--- config.mk ---
export PLATFORM = sky130hd
export DESIGN_NAME = task_sequence_permutation_table_flat
export DESIGN_NICKNAME = d
export VERILOG_FILES = /design/src/hw/rtl/tpst_pkg.sv /design/src/hw/rtl/tpst_if.sv /design/src/hw/rtl/tpst_ram.sv /design/src/hw/rtl/tpst_datapath.sv /design/src/hw/rtl/tpst_ctrl.sv /design/src/hw/rtl/task_sequence_permutation_table.sv /design/src/flat_wrapper.sv
export SDC_FILE = /design/constraint.sdc
export NUM_CORES = 1
export LEC_CHECK = 0
export ABC_AREA = 1
export BUFFER_PORTS_ARGS = -buffer_cell sky130_fd_sc_hd__buf_2
export CAP_MARGIN = 5
export CORE_UTILIZATION = 25
export CTS_CLUSTER_DIAMETER = 60
export DETAILED_ROUTE_END_ITERATION = 8
export HOLD_SLACK_MARGIN = 0.05
export PLACE_DENSITY = 0.42
export SLEW_MARGIN = 20
export SYNTH_ARGS = -nofsm -noshare
export SYNTH_HDL_FRONTEND = slang
export SYNTH_SLANG_ARGS = --single-unit
--- constraint.sdc ---
create_clock -name clk -period 4.75 [get_ports clk]
set_clock_uncertainty 0.15 [all_clocks]
set_input_delay 0.95 -clock clk [delete_from_list [all_inputs] [get_ports clk]]
set_output_delay 0.95 -clock clk [all_outputs]
set_load 0.02 [all_outputs]
--- src/hw/rtl/tpst_pkg.sv ---
// Package: shared constants and controller/datapath types for the permutation table.
`default_nettype none

package tpst_pkg;

  localparam int MAX_TASKS = 64;
  localparam int IDX_W     = $clog2(MAX_TASKS);
  localparam int POS_W     = 6;
  localparam int ID_W      = 7;
  localparam int LEN_W     = 7;
  localparam int CNT_W     = 7;

  localparam logic [LEN_W-1:0] LEN_MAX   = LEN_W'(MAX_TASKS);
  localparam logic [LEN_W-1:0] LEN_RESET = (64 > MAX_TASKS) ? LEN_W'(MAX_TASKS) : LEN_W'(64);

  typedef enum logic [2:0] {
    ST_IDLE,
    ST_WRITE,
    ST_EVAL,
    ST_SCAN,
    ST_FINISH
  } tpst_state_t;

  typedef struct packed {
    logic capture;
    logic commit;
    logic scan_start;
    logic scan_step;
    logic load_res;
  } tpst_cmd_t;

  typedef struct packed {
    logic complete;
    logic scan_done;
    logic out_busy;
  } tpst_sts_t;

endpackage

`default_nettype wire

--- src/hw/rtl/tpst_if.sv ---
// Interfaces: input item channel and result channel, valid/ready handshake.
`default_nettype none

interface tpst_in_if;
  logic                      valid;
  logic                      ready;
  logic [tpst_pkg::POS_W-1:0] slot_position;
  logic [tpst_pkg::ID_W-1:0]  task_id;

  modport source (output valid, output slot_position, output task_id, input ready);
  modport sink   (input valid, input slot_position, input task_id, output ready);
endinterface

interface tpst_out_if;
  logic                      valid;
  logic                      ready;
  logic                      accepted;
  logic [tpst_pkg::CNT_W-1:0] filled_count;
  logic                      complete;
  logic                      valid_res;

  modport source (output valid, output accepted, output filled_count, output complete,
                  output valid_res, input ready);
  modport sink   (input valid, input accepted, input filled_count, input complete,
                  input valid_res, output ready);
endinterface

`default_nettype wire

--- src/hw/rtl/tpst_ram.sv ---
// Generic single-port-write, single-port-read RAM with registered read data.
`default_nettype none

module tpst_ram #(
  parameter int WIDTH = 8,
  parameter int DEPTH = 64
) (
  input  wire logic                     clk,
  input  wire logic                     we,
  input  wire logic [$clog2(DEPTH)-1:0] waddr,
  input  wire logic [WIDTH-1:0]         wdata,
  input  wire logic                     re,
  input  wire logic [$clog2(DEPTH)-1:0] raddr,
  output logic      [WIDTH-1:0]         rdata
);

  logic [WIDTH-1:0] mem_r [DEPTH];

  always_ff @(posedge clk) begin
    if (we) begin
      mem_r[waddr] <= wdata;
    end
    if (re) begin
      rdata <= mem_r[raddr];
    end
  end

endmodule

`default_nettype wire

--- src/hw/rtl/tpst_datapath.sv ---
// Datapath: length register, valid bits, fill counter, table memory, scan and result register.
`default_nettype none

module tpst_datapath (
  input  wire logic                       clk,
  input  wire logic                       rst_n,
  input  wire logic                       cfg_we,
  input  wire logic [tpst_pkg::LEN_W-1:0] cfg_data,
  input  wire logic [tpst_pkg::POS_W-1:0] in_pos,
  input  wire logic [tpst_pkg::ID_W-1:0]  in_id,
  input  wire logic                       out_ready,
  input  wire tpst_pkg::tpst_cmd_t        cmd,
  output tpst_pkg::tpst_sts_t             sts,
  output logic                            out_valid,
  output logic                            out_accepted,
  output logic      [tpst_pkg::CNT_W-1:0] out_filled_count,
  output logic                            out_complete,
  output logic                            out_valid_res
);
  import tpst_pkg::*;

  logic [LEN_W-1:0]     len_r, len_nxt;
  logic [MAX_TASKS-1:0] vld_r, vld_nxt;
  logic [CNT_W-1:0]     cnt_r, cnt_nxt;
  logic [POS_W-1:0]     pos_r, pos_nxt;
  logic [ID_W-1:0]      id_r, id_nxt;
  logic                 acc_r, acc_nxt;
  logic [MAX_TASKS-1:0] seen_r, seen_nxt;
  logic [LEN_W-1:0]     iss_r, iss_nxt;
  logic                 pend_r, pend_nxt;
  logic                 dup_r, dup_nxt;
  logic                 out_vld_r, out_vld_nxt;
  logic                 res_acc_r, res_acc_nxt;
  logic [CNT_W-1:0]     res_cnt_r, res_cnt_nxt;
  logic                 res_cmp_r, res_cmp_nxt;
  logic                 res_val_r, res_val_nxt;

  logic             ok;
  logic             complete;
  logic             re;
  logic [IDX_W-1:0] widx;
  logic [IDX_W-1:0] sidx;
  logic [ID_W-1:0]  rd_data;
  logic [ID_W-1:0]  rd_dec;

  assign widx     = IDX_W'(pos_r);
  assign ok       = (LEN_W'(pos_r) < len_r) && (id_r != '0) && (id_r <= ID_W'(len_r));
  assign complete = (len_r != '0) && (CNT_W'(len_r) == cnt_r);
  assign re       = cmd.scan_step && (iss_r < len_r);
  assign rd_dec   = rd_data - ID_W'(1);
  assign sidx     = rd_dec[IDX_W-1:0];

  tpst_ram #(
    .WIDTH(ID_W),
    .DEPTH(MAX_TASKS)
  ) u_table (
    .clk  (clk),
    .we   (cmd.commit && ok),
    .waddr(widx),
    .wdata(id_r),
    .re   (re),
    .raddr(iss_r[IDX_W-1:0]),
    .rdata(rd_data)
  );

  always_comb begin
    len_nxt     = len_r;
    vld_nxt     = vld_r;
    cnt_nxt     = cnt_r;
    pos_nxt     = pos_r;
    id_nxt      = id_r;
    acc_nxt     = acc_r;
    seen_nxt    = seen_r;
    iss_nxt     = iss_r;
    pend_nxt    = re;
    dup_nxt     = dup_r;
    res_acc_nxt = res_acc_r;
    res_cnt_nxt = res_cnt_r;
    res_cmp_nxt = res_cmp_r;
    res_val_nxt = res_val_r;

    // a length write empties the table
    if (cfg_we) begin
      len_nxt = (cfg_data > LEN_MAX) ? LEN_MAX : cfg_data;
      vld_nxt = '0;
      cnt_nxt = '0;
    end
    if (cmd.capture) begin
      pos_nxt = in_pos;
      id_nxt  = in_id;
    end
    if (cmd.commit) begin
      acc_nxt = ok;
      if (ok) begin
        vld_nxt[widx] = 1'b1;
        if (!vld_r[widx]) begin
          cnt_nxt = cnt_r + CNT_W'(1);
        end
      end
    end
    if (cmd.scan_start) begin
      seen_nxt = '0;
      iss_nxt  = '0;
      dup_nxt  = 1'b0;
    end
    if (re) begin
      iss_nxt = iss_r + LEN_W'(1);
    end
    // check each returned entry against the seen bitmap
    if (pend_r) begin
      if (seen_r[sidx]) begin
        dup_nxt = 1'b1;
      end
      seen_nxt[sidx] = 1'b1;
    end
    if (cmd.load_res) begin
      res_acc_nxt = acc_r;
      res_cnt_nxt = cnt_r;
      res_cmp_nxt = complete;
      res_val_nxt = complete && !dup_r;
    end
    out_vld_nxt = cmd.load_res || (out_vld_r && !out_ready);
  end

  always_ff @(posedge clk) begin
    if (!rst_n) begin
      len_r     <= LEN_RESET;
      vld_r     <= '0;
      cnt_r     <= '0;
      pend_r    <= 1'b0;
      out_vld_r <= 1'b0;
    end else begin
      len_r     <= len_nxt;
      vld_r     <= vld_nxt;
      cnt_r     <= cnt_nxt;
      pend_r    <= pend_nxt;
      out_vld_r <= out_vld_nxt;
    end
  end

  always_ff @(posedge clk) begin
    pos_r     <= pos_nxt;
    id_r      <= id_nxt;
    acc_r     <= acc_nxt;
    seen_r    <= seen_nxt;
    iss_r     <= iss_nxt;
    dup_r     <= dup_nxt;
    res_acc_r <= res_acc_nxt;
    res_cnt_r <= res_cnt_nxt;
    res_cmp_r <= res_cmp_nxt;
    res_val_r <= res_val_nxt;
  end

  assign sts.complete  = complete;
  assign sts.scan_done = (iss_r == len_r) && !pend_r;
  assign sts.out_busy  = out_vld_r && !out_ready;

  assign out_valid        = out_vld_r;
  assign out_accepted     = res_acc_r;
  assign out_filled_count = res_cnt_r;
  assign out_complete     = res_cmp_r;
  assign out_valid_res    = res_val_r;

endmodule

`default_nettype wire

--- src/hw/rtl/tpst_ctrl.sv ---
// Controller: state machine that sequences write, table scan and result load.
`default_nettype none

module tpst_ctrl (
  input  wire logic                clk,
  input  wire logic                rst_n,
  input  wire logic                in_valid,
  output logic                     in_ready,
  input  wire tpst_pkg::tpst_sts_t sts,
  output tpst_pkg::tpst_cmd_t      cmd
);
  import tpst_pkg::*;

  tpst_state_t state_r, state_nxt;

  always_ff @(posedge clk) begin
    if (!rst_n) begin
      state_r <= ST_IDLE;
    end else begin
      state_r <= state_nxt;
    end
  end

  always_comb begin
    state_nxt = state_r;
    cmd       = '0;
    in_ready  = 1'b0;
    unique case (state_r)
      ST_IDLE: begin
        in_ready = 1'b1;
        if (in_valid) begin
          cmd.capture = 1'b1;
          state_nxt   = ST_WRITE;
        end
      end
      ST_WRITE: begin
        cmd.commit = 1'b1;
        state_nxt  = ST_EVAL;
      end
      ST_EVAL: begin
        // scan only a full table; otherwise the result is already known
        cmd.scan_start = 1'b1;
        state_nxt      = sts.complete ? ST_SCAN : ST_FINISH;
      end
      ST_SCAN: begin
        cmd.scan_step = 1'b1;
        if (sts.scan_done) begin
          state_nxt = ST_FINISH;
        end
      end
      ST_FINISH: begin
        if (!sts.out_busy) begin
          cmd.load_res = 1'b1;
          state_nxt    = ST_IDLE;
        end
      end
      default: begin
        state_nxt = ST_IDLE;
      end
    endcase
  end

endmodule

`default_nettype wire

--- src/hw/rtl/task_sequence_permutation_table.sv ---
// Top level: task sequence permutation table, controller plus datapath.
//
//  channel  | dir | payload                                         | transfer
//  ---------+-----+-------------------------------------------------+----------------------
//  in_chan  | in  | slot_position[5:0], task_id[6:0]                | valid & ready
//  out_chan | out | accepted, filled_count[6:0], complete, valid_res | valid & ready
//  cfg      | in  | cfg_data[6:0] (task_count)                      | cfg_we, no wait
//
//  An item passes the write and evaluate states to a loaded result, and the scan
//  state too when the write leaves the table full: the validity scan reads one
//  table entry per cycle, up to the effective length (task_count capped at 64),
//  through the single read port of the table memory; the next item is taken in
//  the cycle after the result load. Reset (synchronous, rst_n low) empties the table
//  at once through per-entry valid bits and sets task_count to 64; no clearing pass
//  is needed. The result register decouples the sides: the next item is taken while
//  a result waits, and only the loading of its own result stalls on out_chan.
`default_nettype none

module task_sequence_permutation_table (
  input  wire logic                       clk,
  input  wire logic                       rst_n,
  input  wire logic                       cfg_we,
  input  wire logic [tpst_pkg::LEN_W-1:0] cfg_data,
  tpst_in_if.sink                         in_chan,
  tpst_out_if.source                      out_chan
);
  import tpst_pkg::*;

  tpst_cmd_t cmd;
  tpst_sts_t sts;

  // sequencing: accept, write, decide on scan, scan, load result
  tpst_ctrl u_ctrl (
    .clk     (clk),
    .rst_n   (rst_n),
    .in_valid(in_chan.valid),
    .in_ready(in_chan.ready),
    .sts     (sts),
    .cmd     (cmd)
  );

  // storage, fill count, duplicate scan and result register
  tpst_datapath u_dp (
    .clk             (clk),
    .rst_n           (rst_n),
    .cfg_we          (cfg_we),
    .cfg_data        (cfg_data),
    .in_pos          (in_chan.slot_position),
    .in_id           (in_chan.task_id),
    .out_ready       (out_chan.ready),
    .cmd             (cmd),
    .sts             (sts),
    .out_valid       (out_chan.valid),
    .out_accepted    (out_chan.accepted),
    .out_filled_count(out_chan.filled_count),
    .out_complete    (out_chan.complete),
    .out_valid_res   (out_chan.valid_res)
  );

endmodule

`default_nettype wire

--- src/flat_wrapper.sv ---
// flat-port wrapper written by rule: the top's interface ports become plain ports
module task_sequence_permutation_table_flat import tpst_pkg::*;
  (clk, rst_n, cfg_we, cfg_data, in_chan_valid, in_chan_slot_position, in_chan_task_id, in_chan_ready, out_chan_valid, out_chan_accepted, out_chan_filled_count, out_chan_complete, out_chan_valid_res, out_chan_ready);
  tpst_in_if in_chan_i ();
  tpst_out_if out_chan_i ();
  input  wire logic clk;
  input  wire logic rst_n;
  input  wire logic cfg_we;
  input  wire logic [tpst_pkg::LEN_W-1:0] cfg_data;
  input wire logic [$bits(in_chan_i.valid)-1:0] in_chan_valid;
  input wire logic [$bits(in_chan_i.slot_position)-1:0] in_chan_slot_position;
  input wire logic [$bits(in_chan_i.task_id)-1:0] in_chan_task_id;
  output wire logic [$bits(in_chan_i.ready)-1:0] in_chan_ready;
  output wire logic [$bits(out_chan_i.valid)-1:0] out_chan_valid;
  output wire logic [$bits(out_chan_i.accepted)-1:0] out_chan_accepted;
  output wire logic [$bits(out_chan_i.filled_count)-1:0] out_chan_filled_count;
  output wire logic [$bits(out_chan_i.complete)-1:0] out_chan_complete;
  output wire logic [$bits(out_chan_i.valid_res)-1:0] out_chan_valid_res;
  input wire logic [$bits(out_chan_i.ready)-1:0] out_chan_ready;
  assign in_chan_i.valid = in_chan_valid;
  assign in_chan_i.slot_position = in_chan_slot_position;
  assign in_chan_i.task_id = in_chan_task_id;
  assign in_chan_ready = in_chan_i.ready;
  assign out_chan_valid = out_chan_i.valid;
  assign out_chan_accepted = out_chan_i.accepted;
  assign out_chan_filled_count = out_chan_i.filled_count;
  assign out_chan_complete = out_chan_i.complete;
  assign out_chan_valid_res = out_chan_i.valid_res;
  assign out_chan_i.ready = out_chan_ready;
  task_sequence_permutation_table u_core (.clk(clk), .rst_n(rst_n), .cfg_we(cfg_we), .cfg_data(cfg_data), .in_chan(in_chan_i), .out_chan(out_chan_i));
endmodule
=== Yosys cells after proc, flatten, opt, wreduce, memory -nomap -nowiden ===
Memories as Yosys holds them, arrays and structs flattened. A register that Yosys moved wholly into a read port is not among the register bits.
Cells that the tools add are included.

* Add/subtract/negate cells: 3
* Bitwise logic cells: 2
* Reductions and logical operators: 19
* Mux-type cells: 38
* $lt $le $gt $ge: 8
* Equal/unequal tests: 9

{| class="wikitable"
|+ Operators by type and width
! operator !! count
|-
| $mux 64 || 5
|-
| $or 64x64->64 || 2
|-
| $mux 7 || 7
|-
| $mux 1 || 17
|-
| $pmux 3 s5 || 1
|-
| $add 7x1->7 const B || 2
|-
| $eq 7x7->1 || 2
|-
| $lt 6x7->1 const B || 2
|-
| $reduce_bool 7->1 || 2
|-
| $bmux 1 s6 || 2
|-
| $demux 1 s6 || 2
|-
| $ge 6x1->1 const B || 2
|-
| $mux 3 || 4
|-
| $logic_and 1x1->1 || 10
|-
| $gt 7x7->1 const B || 1
|-
| $le 7x7->1 || 1
|-
| $lt 6x7->1 || 1
|-
| $lt 7x7->1 || 1
|-
| $eq 3x2->1 const B || 2
|-
| $sub 6x1->6 const B || 1
|-
| $ne 2x2->1 const B || 2
|-
| $eq 3x1->1 const B || 1
|-
| $eq 3x3->1 const B || 1
|-
| $logic_not 1->1 || 3
|-
| 5 further kinds || 5
|}

* Bits in writable memories: 448
* Output and inout port bits: 12
* Word-level logic and storage cells: 96
* Bits in registers: 179
* Memories kept: 1
* Input bits: 25

{| class="wikitable"
|+ Memories
! memory !! words !! width !! read ports !! clocked after Yosys merged registers in !! write ports !! line !! source
|-
| u_core.u_dp.u_table.mem_r || 64 || 7 || 1 || 1 || 1 || tpst_ram.sv:17 || <nowiki>logic [WIDTH-1:0] mem_r [DEPTH];</nowiki>
|}

=== Logic depth before layout (Yosys ltp) ===
Gate-level depths: netlist of run 1.

* Word-level depth: 7
* Depth in mapped cells: 16
* Gate-level depth less buffers: 15

=== Hierarchy ===
Synthesis of run 1 repeated with hierarchy kept, for this count alone.

* Cell total of the unflattened synthesis: 2786
* Area total of the unflattened synthesis: 27326.2 um^2

{| class="wikitable"
|+ By module, submodules not included
! module !! cells each !! area an instance (um^2) !! times used !! sequential area each (um^2)
|-
| tpst_ram || 1590 || 18615.4 || 1 || 13663.1
|-
| tpst_datapath || 1161 || 8508.2 || 1 || 3833.7
|-
| tpst_ctrl || 35 || 202.7 || 1 || 60.1
|}

=== Least setup slack after synthesis of run 1 ===
OpenSTA, ideal clock, no wires.

* Path type: flip-flop to flip-flop
* Start: register u_core.u_dp.iss_r[0]
* End: register u_core.u_dp.iss_r[0], enable pin
* Clock period less this slack: 3.071 ns
* Required time: 4.276 ns
* Buffers on the path: 3
* Data arrival time: 2.597 ns
* Library setup time: 0.324 ns
* Cell stages (with the launch flop): 12
* Path slack: 1.679 ns
* Cell sequence: edfxtp_1 > inv_2 > buf_2 > buf_2 > buf_2 > ha_1 > nor2_1 > a211oi_1 > nor2_1 > nor3_1 > clkinv_1 > nand2_1

* Longest elaborated chain between the ends: 3

{| class="wikitable"
|+ RTL lines
! element !! line !! source
|-
| from (decl) || tpst_datapath.sv:29 || <nowiki>logic [LEN_W-1:0] iss_r, iss_nxt;</nowiki>
|-
| from (signal assigned) || tpst_datapath.sv:146 || <nowiki>iss_r <= iss_nxt;</nowiki>
|-
| $lt 7x7->1 || tpst_datapath.sv:49 || <nowiki>assign re = cmd.scan_step && (iss_r < len_r);</nowiki>
|-
| $logic_and 1x1->1 || tpst_datapath.sv:49 ||
|-
| named net u_core.u_dp.pend_nxt || tpst_datapath.sv:30 || <nowiki>logic pend_r, pend_nxt;</nowiki>
|-
| $reduce_bool 2->1 (no line) || n/a ||
|}

The timed path passes the listed nets, and every way through them passes these cells.
A chain may end at the register's enable or synchronous reset.

=== Worst setup path in the final report of run 1 ===
* Start: register u_core.u_dp.len_r[6]
* End: memory u_core.u_dp.u_table.mem_r[59][0] (netlist name), enable pin

* Longest elaborated chain between the ends: 6
* Elaborated cells on any way between the ends: 7
* Those cells by class: order compare (2); mux (2); reduce/logical (3)

{| class="wikitable"
|+ RTL lines
! element !! line !! source
|-
| from (decl) || tpst_datapath.sv:22 || <nowiki>logic [LEN_W-1:0] len_r, len_nxt;</nowiki>
|-
| from (signal assigned) || tpst_datapath.sv:133 || <nowiki>len_r <= len_nxt;</nowiki>
|-
| $lt 6x7->1 || tpst_datapath.sv:47 || <nowiki>assign ok = (LEN_W'(pos_r) < len_r) && (id_r != '0) && (id_r <= ID_W'(len_r));</nowiki>
|-
| $logic_and 1x1->1 || tpst_datapath.sv:47 ||
|-
| $logic_and 1x1->1 * || tpst_datapath.sv:47 ||
|-
| $logic_and 1x1->1 * || tpst_datapath.sv:58 || <nowiki>.we (cmd.commit && ok),</nowiki>
|-
| $mux 1 * || tpst_ram.sv:20 || <nowiki>if (we) begin</nowiki>
|-
| $mux 1 (implied by the code) * || tpst_ram.sv:21 || <nowiki>mem_r[waddr] <= wdata;</nowiki>
|-
| to (decl) || tpst_ram.sv:17 ||
|}

Every way passes the cells marked *; elsewhere a longest branch is shown, timed or not.

==> flow_summary.yaml, run 1 <==
worst_setup_path:
  start_kind: "flip-flop"
  timing.rr.start: "u_core.u_dp.len_r[6]"
  cp_data_arrival_time_ns: 3.30
  reg2reg_to: "u_core.u_dp.u_table.mem_r[59][0]"
  end_kind: "flip-flop"
  path_max_fanout: 9
  r2r_cells: 12
  crit_type: "reg2reg"
  reg2reg_slack_ns: 1.56
  worstPathRequired_ns: 4.85
synthesis:
  postSynthCellCount: 2337
  avgSynthCellArea_um2: 10.30
  synth_top_area_share_pct: 52.53
  yosys-top-cells-area: "edfxtp_1, dfxtp_1, nand2_1"
  synth.largest_area_cell: "edfxtp_1"
  yosysWarnings: 0
  synth_area_um2: 24060
  yosysUniqueCellTypes: 41
  seq_area_frac_synth_pct: 64.85
  synth.net_count: 2384
  ys_ff_latch: 569
timing:
  fmax_mhz: 313.0
  slew_viol_final: 0
  setup_tns_ns: 0
  slew_headroom_pct: 30.18
  setup_viol: 0
  hold_viol: 0
  tightest_slew_ns: 1.047
  fin_crit_sh_pct: 67.26
  period_needed_ns: 3.195
  whs_ns: 0.2912
  grt_setup_unrepaired: "false"
worst_hold_path:
  holdPathStages: 0
  min_to: "u_core.u_dp.out_accepted"
  worstHoldStart: "u_core.u_dp.acc_r"
  hold_path_class: "reg2reg"
final_layout:
  fillers: 9843
  syn_to_final_growth_pct: 15.85
  drive_above_1_share_pct: 8.649
  fin_util_pct: 29.30
  final_cell_mix: "nand2_1, edfxtp_1, nor2_1"
  layout.nets: 2396
  final_area_um2: 27880
  mostFrequentLayoutCell: "nand2_1"
  diodes: 0
clock_network:
  cts_hold_buffers: 0
  cts_buffer_depth: 3
  clk_pin_slew_ns: 0.06
  numCtsBuffers: 69
  cts_setup_buffers: 0
  worstSkewPairLatency_ns: 0.61
  cts_sinks: 569
  ctsResizeCount: 0
  clock_tree.root_cell: "clkbuf_16"
  cts_tree: "done"
  h-tree-depth: 3
route:
  drt-total-wl_um: 72210
  drt_iter0_drc: 1330
  dr_total_vias: 16970
  vias_per_cell: 4.623
  ant_nets: 0
  drc: 0
  wl_per_cell_um: 19.68
  drt_pass1_iterations: 5
floorplan:
  fp.dieW_um: 312.3
  die_area_um2: 97500
  pin_count: 37
  rows: 113
  dieHeight_um: 312.3
  core_area_um2: 95150
  initial_core_util_pct: 25.29
global_routing:
  grt_max_degree: 195
  grt_pass1_wl_um: 107700
  grt_overflow: 0
  grt_pass1_vias: 16690
  antenna_found_initial: 0
  grt_usage_pct: 14.59
pwr:
  power.density_nw_per_um2: 451.8
  p_leak_nw: 10.05
  vdd_drop_max_v: 0.0002625
placed_design:
  dpl.hpwl_um: 45060
  io_buffer_count: 36
  place_area_um2: 25570
  place_congestion: 0.7827
run_status:
  status: "completed"
run:
  maxCapViolations: 0
## where the power goes
group          leakage, nW  switching (W)  internal, W  total (W)
Combinational         3.93        0.00119     0.000395    0.00158
Sequential            4.99      0.0000891      0.00555    0.00564
Clock                 1.12        0.00213      0.00324    0.00537
## sequential cells by signal (all words and copies together) (netlist names)
name and count:
u_core.u_ctrl.state_r 3, u_core.u_dp.acc_r 1, u_core.u_dp.cnt_r 7, u_core.u_dp.dup_r 1, u_core.u_dp.id_r 7, u_core.u_dp.iss_r 7
u_core.u_dp.len_r 7, u_core.u_dp.out_accepted 1, u_core.u_dp.out_complete 1, u_core.u_dp.out_filled_count 7, u_core.u_dp.out_valid 1, u_core.u_dp.out_valid_res 1
u_core.u_dp.pend_r 1, u_core.u_dp.pos_r 6, u_core.u_dp.seen_r 64, u_core.u_dp.u_table.mem_r 384, u_core.u_dp.u_table.rdata 6, u_core.u_dp.vld_r 64
## metrics by stage
| stage | total power (W) | instances | setup WS, ns |
|---|---|---|---|
| global placement | 0.007354 | 3543 | 1.615 |
| CTS | 0.01275 | 3670 | 1.562 |
| floorplan | 0.006730 | 2337 | 1.679 |
| global route | 0.01307 | 3670 | 1.419 |
| finish | 0.01260 | 3670 | 1.555 |
| detailed placement | 0.007352 | 3543 | 1.601 |
## layer usage
layer / wire, um / global-route usage (%) / share of wire, % / vias to the layer above
li1: - / - / - / 8119
met5: 0 / 0 / 0 / -
met2: 32590 / 22.82 / 45 / 488
met1: 33200 / 20.14 / 46 / 8249
met4: 1972 / 4.857 / 2.7 / 0
met3: 4455 / 2.833 / 6.2 / 111
## worst max-delay path, cell delays in order, from the launching register on
cell     delay [ns]
dfxtp_1        0.47
inv_2          0.17
ha_1           0.34
a21o_1         0.19
nor2_1         0.10
nand2_1        0.06
nand2_1        0.07
nand2_2        0.10
nor2_8         0.20
inv_6          0.15
nor2_8         0.26
nand2_1        0.20
inv_1          0.35
## synth_stat cells (all sizes together)
cell	count
nand2	432
edfxtp	421
nor2	298
o21ai	277
inv	230
dfxtp	148
clkbuf	87
a21oi	85
nand3	71
o22ai	57
o211ai	53
o221ai	48
buf	34
ha	22
nand4	19
nor3	18
or2	9
a211oi	7
xor2	6
a21boi	5
clkinv	3
xnor2	2
a21o	1
a22oi	1
nor3b	1
nor4	1
o21a	1
## logic make-up after synthesis
group                    Yosys count  synth area share (%)
flip-flops                       569                 64.85
adder cells (fa/ha/maj)           22                 1.144
AO/OA/AOI/OAI                    535                 12.90
XOR/XNOR                           8                0.2912
buffers and inverters            354                 5.818
AND/OR/NAND/NOR                  849                 15.00
## how the worst max path moves through the flow
| stage | startpoint | to | slack [ns] | cells after the start |
|---|---|---|---|---|
| after floorplan | u_core.u_dp.iss_r[0] | u_core.u_dp.iss_r[0] | 1.68 | 11 |
| after global routing | u_core.u_dp.len_r[6] | u_core.u_dp.u_table.mem_r[28][0] | 1.42 | 12 |
| after global placement | u_core.u_dp.id_r[5] | u_core.u_dp.u_table.mem_r[11][5] | 1.62 | 10 |
| final | u_core.u_dp.len_r[6] | u_core.u_dp.u_table.mem_r[59][0] | 1.56 | 12 |
| after detailed placement | u_core.u_dp.id_r[5] | u_core.u_dp.u_table.mem_r[35][1] | 1.60 | 10 |
| after CTS | u_core.u_dp.id_r[5] | u_core.u_dp.u_table.mem_r[59][0] | 1.56 | 10 |
## area by class of cell
| class | instances | area, um2 | share of cell area (%) |
|---|---|---|---|
| clock buffer | 90 | 1909 | 6.849 |
| clock inverter | 37 | 396.6 | 1.423 |
| inverter | 233 | 884.6 | 3.173 |
| multi-input combinational | 1414 | 7062 | 25.33 |
| sequential | 569 | 15610 | 55.98 |
| tap | 1265 | 1583 | 5.677 |
| timing repair buffer | 62 | 437.9 | 1.571 |
No activity file was read; power rests on OpenSTA's default activity.
==> inputs of run 2 (changes only) <==
- PLACE_DENSITY: 0.42 -> 0.43
- clock period: 4.75 -> 2.7 ns (I/O delays scaled with it)
==> run 2 against run 1 <==
Effect of this change: hold slack got worse by 0.19 ns; cell count rose by 3.2%; die area did not move; combinational power rose by 100%; count of clock-buffer cells in the layout fell by 6; via count rose by 3.9%; largest cell class unchanged; setup slack got worse by 1.5 ns; critical path type unchanged; first-iteration DRC count rose by 26%; cell area rose by 5.1%.
==> flow_summary.yaml, run 2 (same netlist as run 1, synthesis figures left out) <==
worst_hold_path:
  hold_path_class: "in2reg"
  worstHoldStart: "out_chan_ready"
timing:
  period_needed_ns: 2.616
  fin_crit_sh_pct: 96.88
  hold_viol: 0
  tightest_slew_ns: 1.044
  fmax_mhz: 382.3
  slew_viol_final: 0
  slew_headroom_pct: 30.40
  grt_setup_unrepaired: "true"
  setup_viol: 0
  timing.final.ws_setup_ns: 0.08433
global_routing:
  grt_pass1_vias: 17550
  antenna_found_initial: 0
  grt_overflow: 0
  grt_usage_pct: 14.87
  grt_pass1_wl_um: 110200
  grt_max_degree: 93
route:
  dr_total_vias: 17640
  ant_nets: 0
  wl_per_cell_um: 19.36
  drt_iter0_drc: 1677
  drc: 0
  vias_per_cell: 4.658
  drt_pass1_iterations: 6
  drt-total-wl_um: 73290
worst_setup_path:
  worstPathRequired_ns: 2.86
  path_max_fanout: 8
  end_kind: "flip-flop"
  timing.rr.start: "u_core.u_dp.len_r[2]"
  reg2reg_slack_ns: 0.08
  cp-startpoint: "u_core.u_dp.len_r[2]"
  crit_type: "reg2reg"
  start_kind: "flip-flop"
  cp_data_arrival_time_ns: 2.77
placed_design:
  io_buffer_count: 36
  place_congestion: 0.8651
  dpl.hpwl_um: 46940
  dp_slack_ns: 0.07019
final_layout:
  fillers: 9752
  layout.nets: 2511
  final_cell_mix: "edfxtp_1, nand2_1, nor2_1"
  drive_above_1_share_pct: 17.37
  largest_registers: "u_core.u_dp.u_table.mem_r (384), u_core.u_dp.seen_r (64), u_core.u_dp.vld_r (64)"
  syn_to_final_growth_pct: 21.72
  mostFrequentLayoutCell: "edfxtp_1"
  multi_input_area_um2: 7217
  largest_register: "u_core.u_dp.u_table.mem_r"
  diodes: 0
  regArea_um2: 15610
  largest_register_ffs: 384
run:
  maxCapViolations: 0
clock_network:
  h-tree-depth: 3
  clk_pin_slew_ns: 0.06
  worstSkewPairLatency_ns: 0.61
  cts_tree: "done"
  clock_tree.root_cell: "clkbuf_16"
  cts_sinks: 569
  cts_buffer_depth: 3
  numCtsBuffers: 69
floorplan:
  fp.dieW_um: 312.3
  initial_core_util_pct: 25.29
  rows: 113
  pin_count: 37
  dieHeight_um: 312.3
  die_area_um2: 97500
  core_area_um2: 95150
pwr:
  p_total_w: 0.02295
  p_leak_nw: 10.58
  vdd_drop_max_v: 0.0006034
  power.density_nw_per_um2: 783.5
run_status:
  status: "completed"
==> run 2: changes by cell type in the layout (fill, tap and decap cells not counted), moves of 9 or more <==
cell,before,now
inv_2,10,68
inv_1,217,150
nand2_2,2,39
inv_4,2,11
buf_12,5,20
nand2_1,430,393
dlygate4sd3_1,0,13
buf_4,21,105
==> run 2: path summary, 6_finish.rpt <==
kind                                                         end  cells after the start
worst min-delay path                       u_core.u_dp.out_valid                      4
worst max register to register  u_core.u_dp.u_table.mem_r[46][3]                     14
worst min register to register          u_core.u_dp.out_accepted                      0
worst max-delay path            u_core.u_dp.u_table.mem_r[46][3]                     14
==> run 2: stage by stage <==
stage	cell area [um2]	cells	TNS, ns	util, %	hold WS (ns)
final	29290	3786	0	30.78	0.09836
after global routing	29290	3786	-1.564	30.78	0.1040
after CTS	29000	3776	0	30.48	0.07484
after detailed placement	26440	3635	0	27.78	0.2831
after global placement	26440	3635	-0.006334	27.78	0.2837
after floorplan	24090	2337	-89.13	-	0.2503
==> run 2: area by class of cell <==
type | instances | area share, %
Clock buffer | 84 | 6.309
Multi-Input combinational cell | 1414 | 24.64
Sequential cell | 569 | 53.29
Clock inverter | 44 | 2.003
Timing Repair Buffer | 177 | 5.233
Inverter | 233 | 3.123
Tap cell | 1265 | 5.404
==> run 2: layer usage <==
layer  part of all wire [%]  routed length (um)  track usage, %  up-vias
li1                       -                   -               -     8351
met1                     46               33620           20.05     8693
met2                     47               34520           24.48      481
met3                    4.4                3227           2.376      112
met4                    2.6                1927           4.423        0
met5                      0                   0               0        -
==> run 2: report_power, final <==
group	internal, W	switching (W)	total, W
Sequential	0.00977	0.000121	0.00989
Combinational	0.000909	0.00230	0.00321
Clock	0.00595	0.00390	0.00985
Total	0.0166	0.00632	0.0229
==> run 2: timing repair <==
action,in CTS,in global routing
setup buffers,0,10
hold buffers,13,0
hold endpoints to repair,13,0
setup endpoints to repair,0,356
resized for setup,0,64
==> run 2: critical path, cell delays in order (launching register included) <==
cell	delay [ns]
dfxtp_1	0.34
inv_2	0.07
buf_4	0.14
ha_4	0.24
a21oi_2	0.11
o21ai_1	0.07
nand2_1	0.06
nand2_1	0.05
nand2_1	0.07
nand2_2	0.10
nor2_8	0.16
clkinv_8	0.17
nor2_8	0.31
nand2_1	0.14
inv_2	0.15
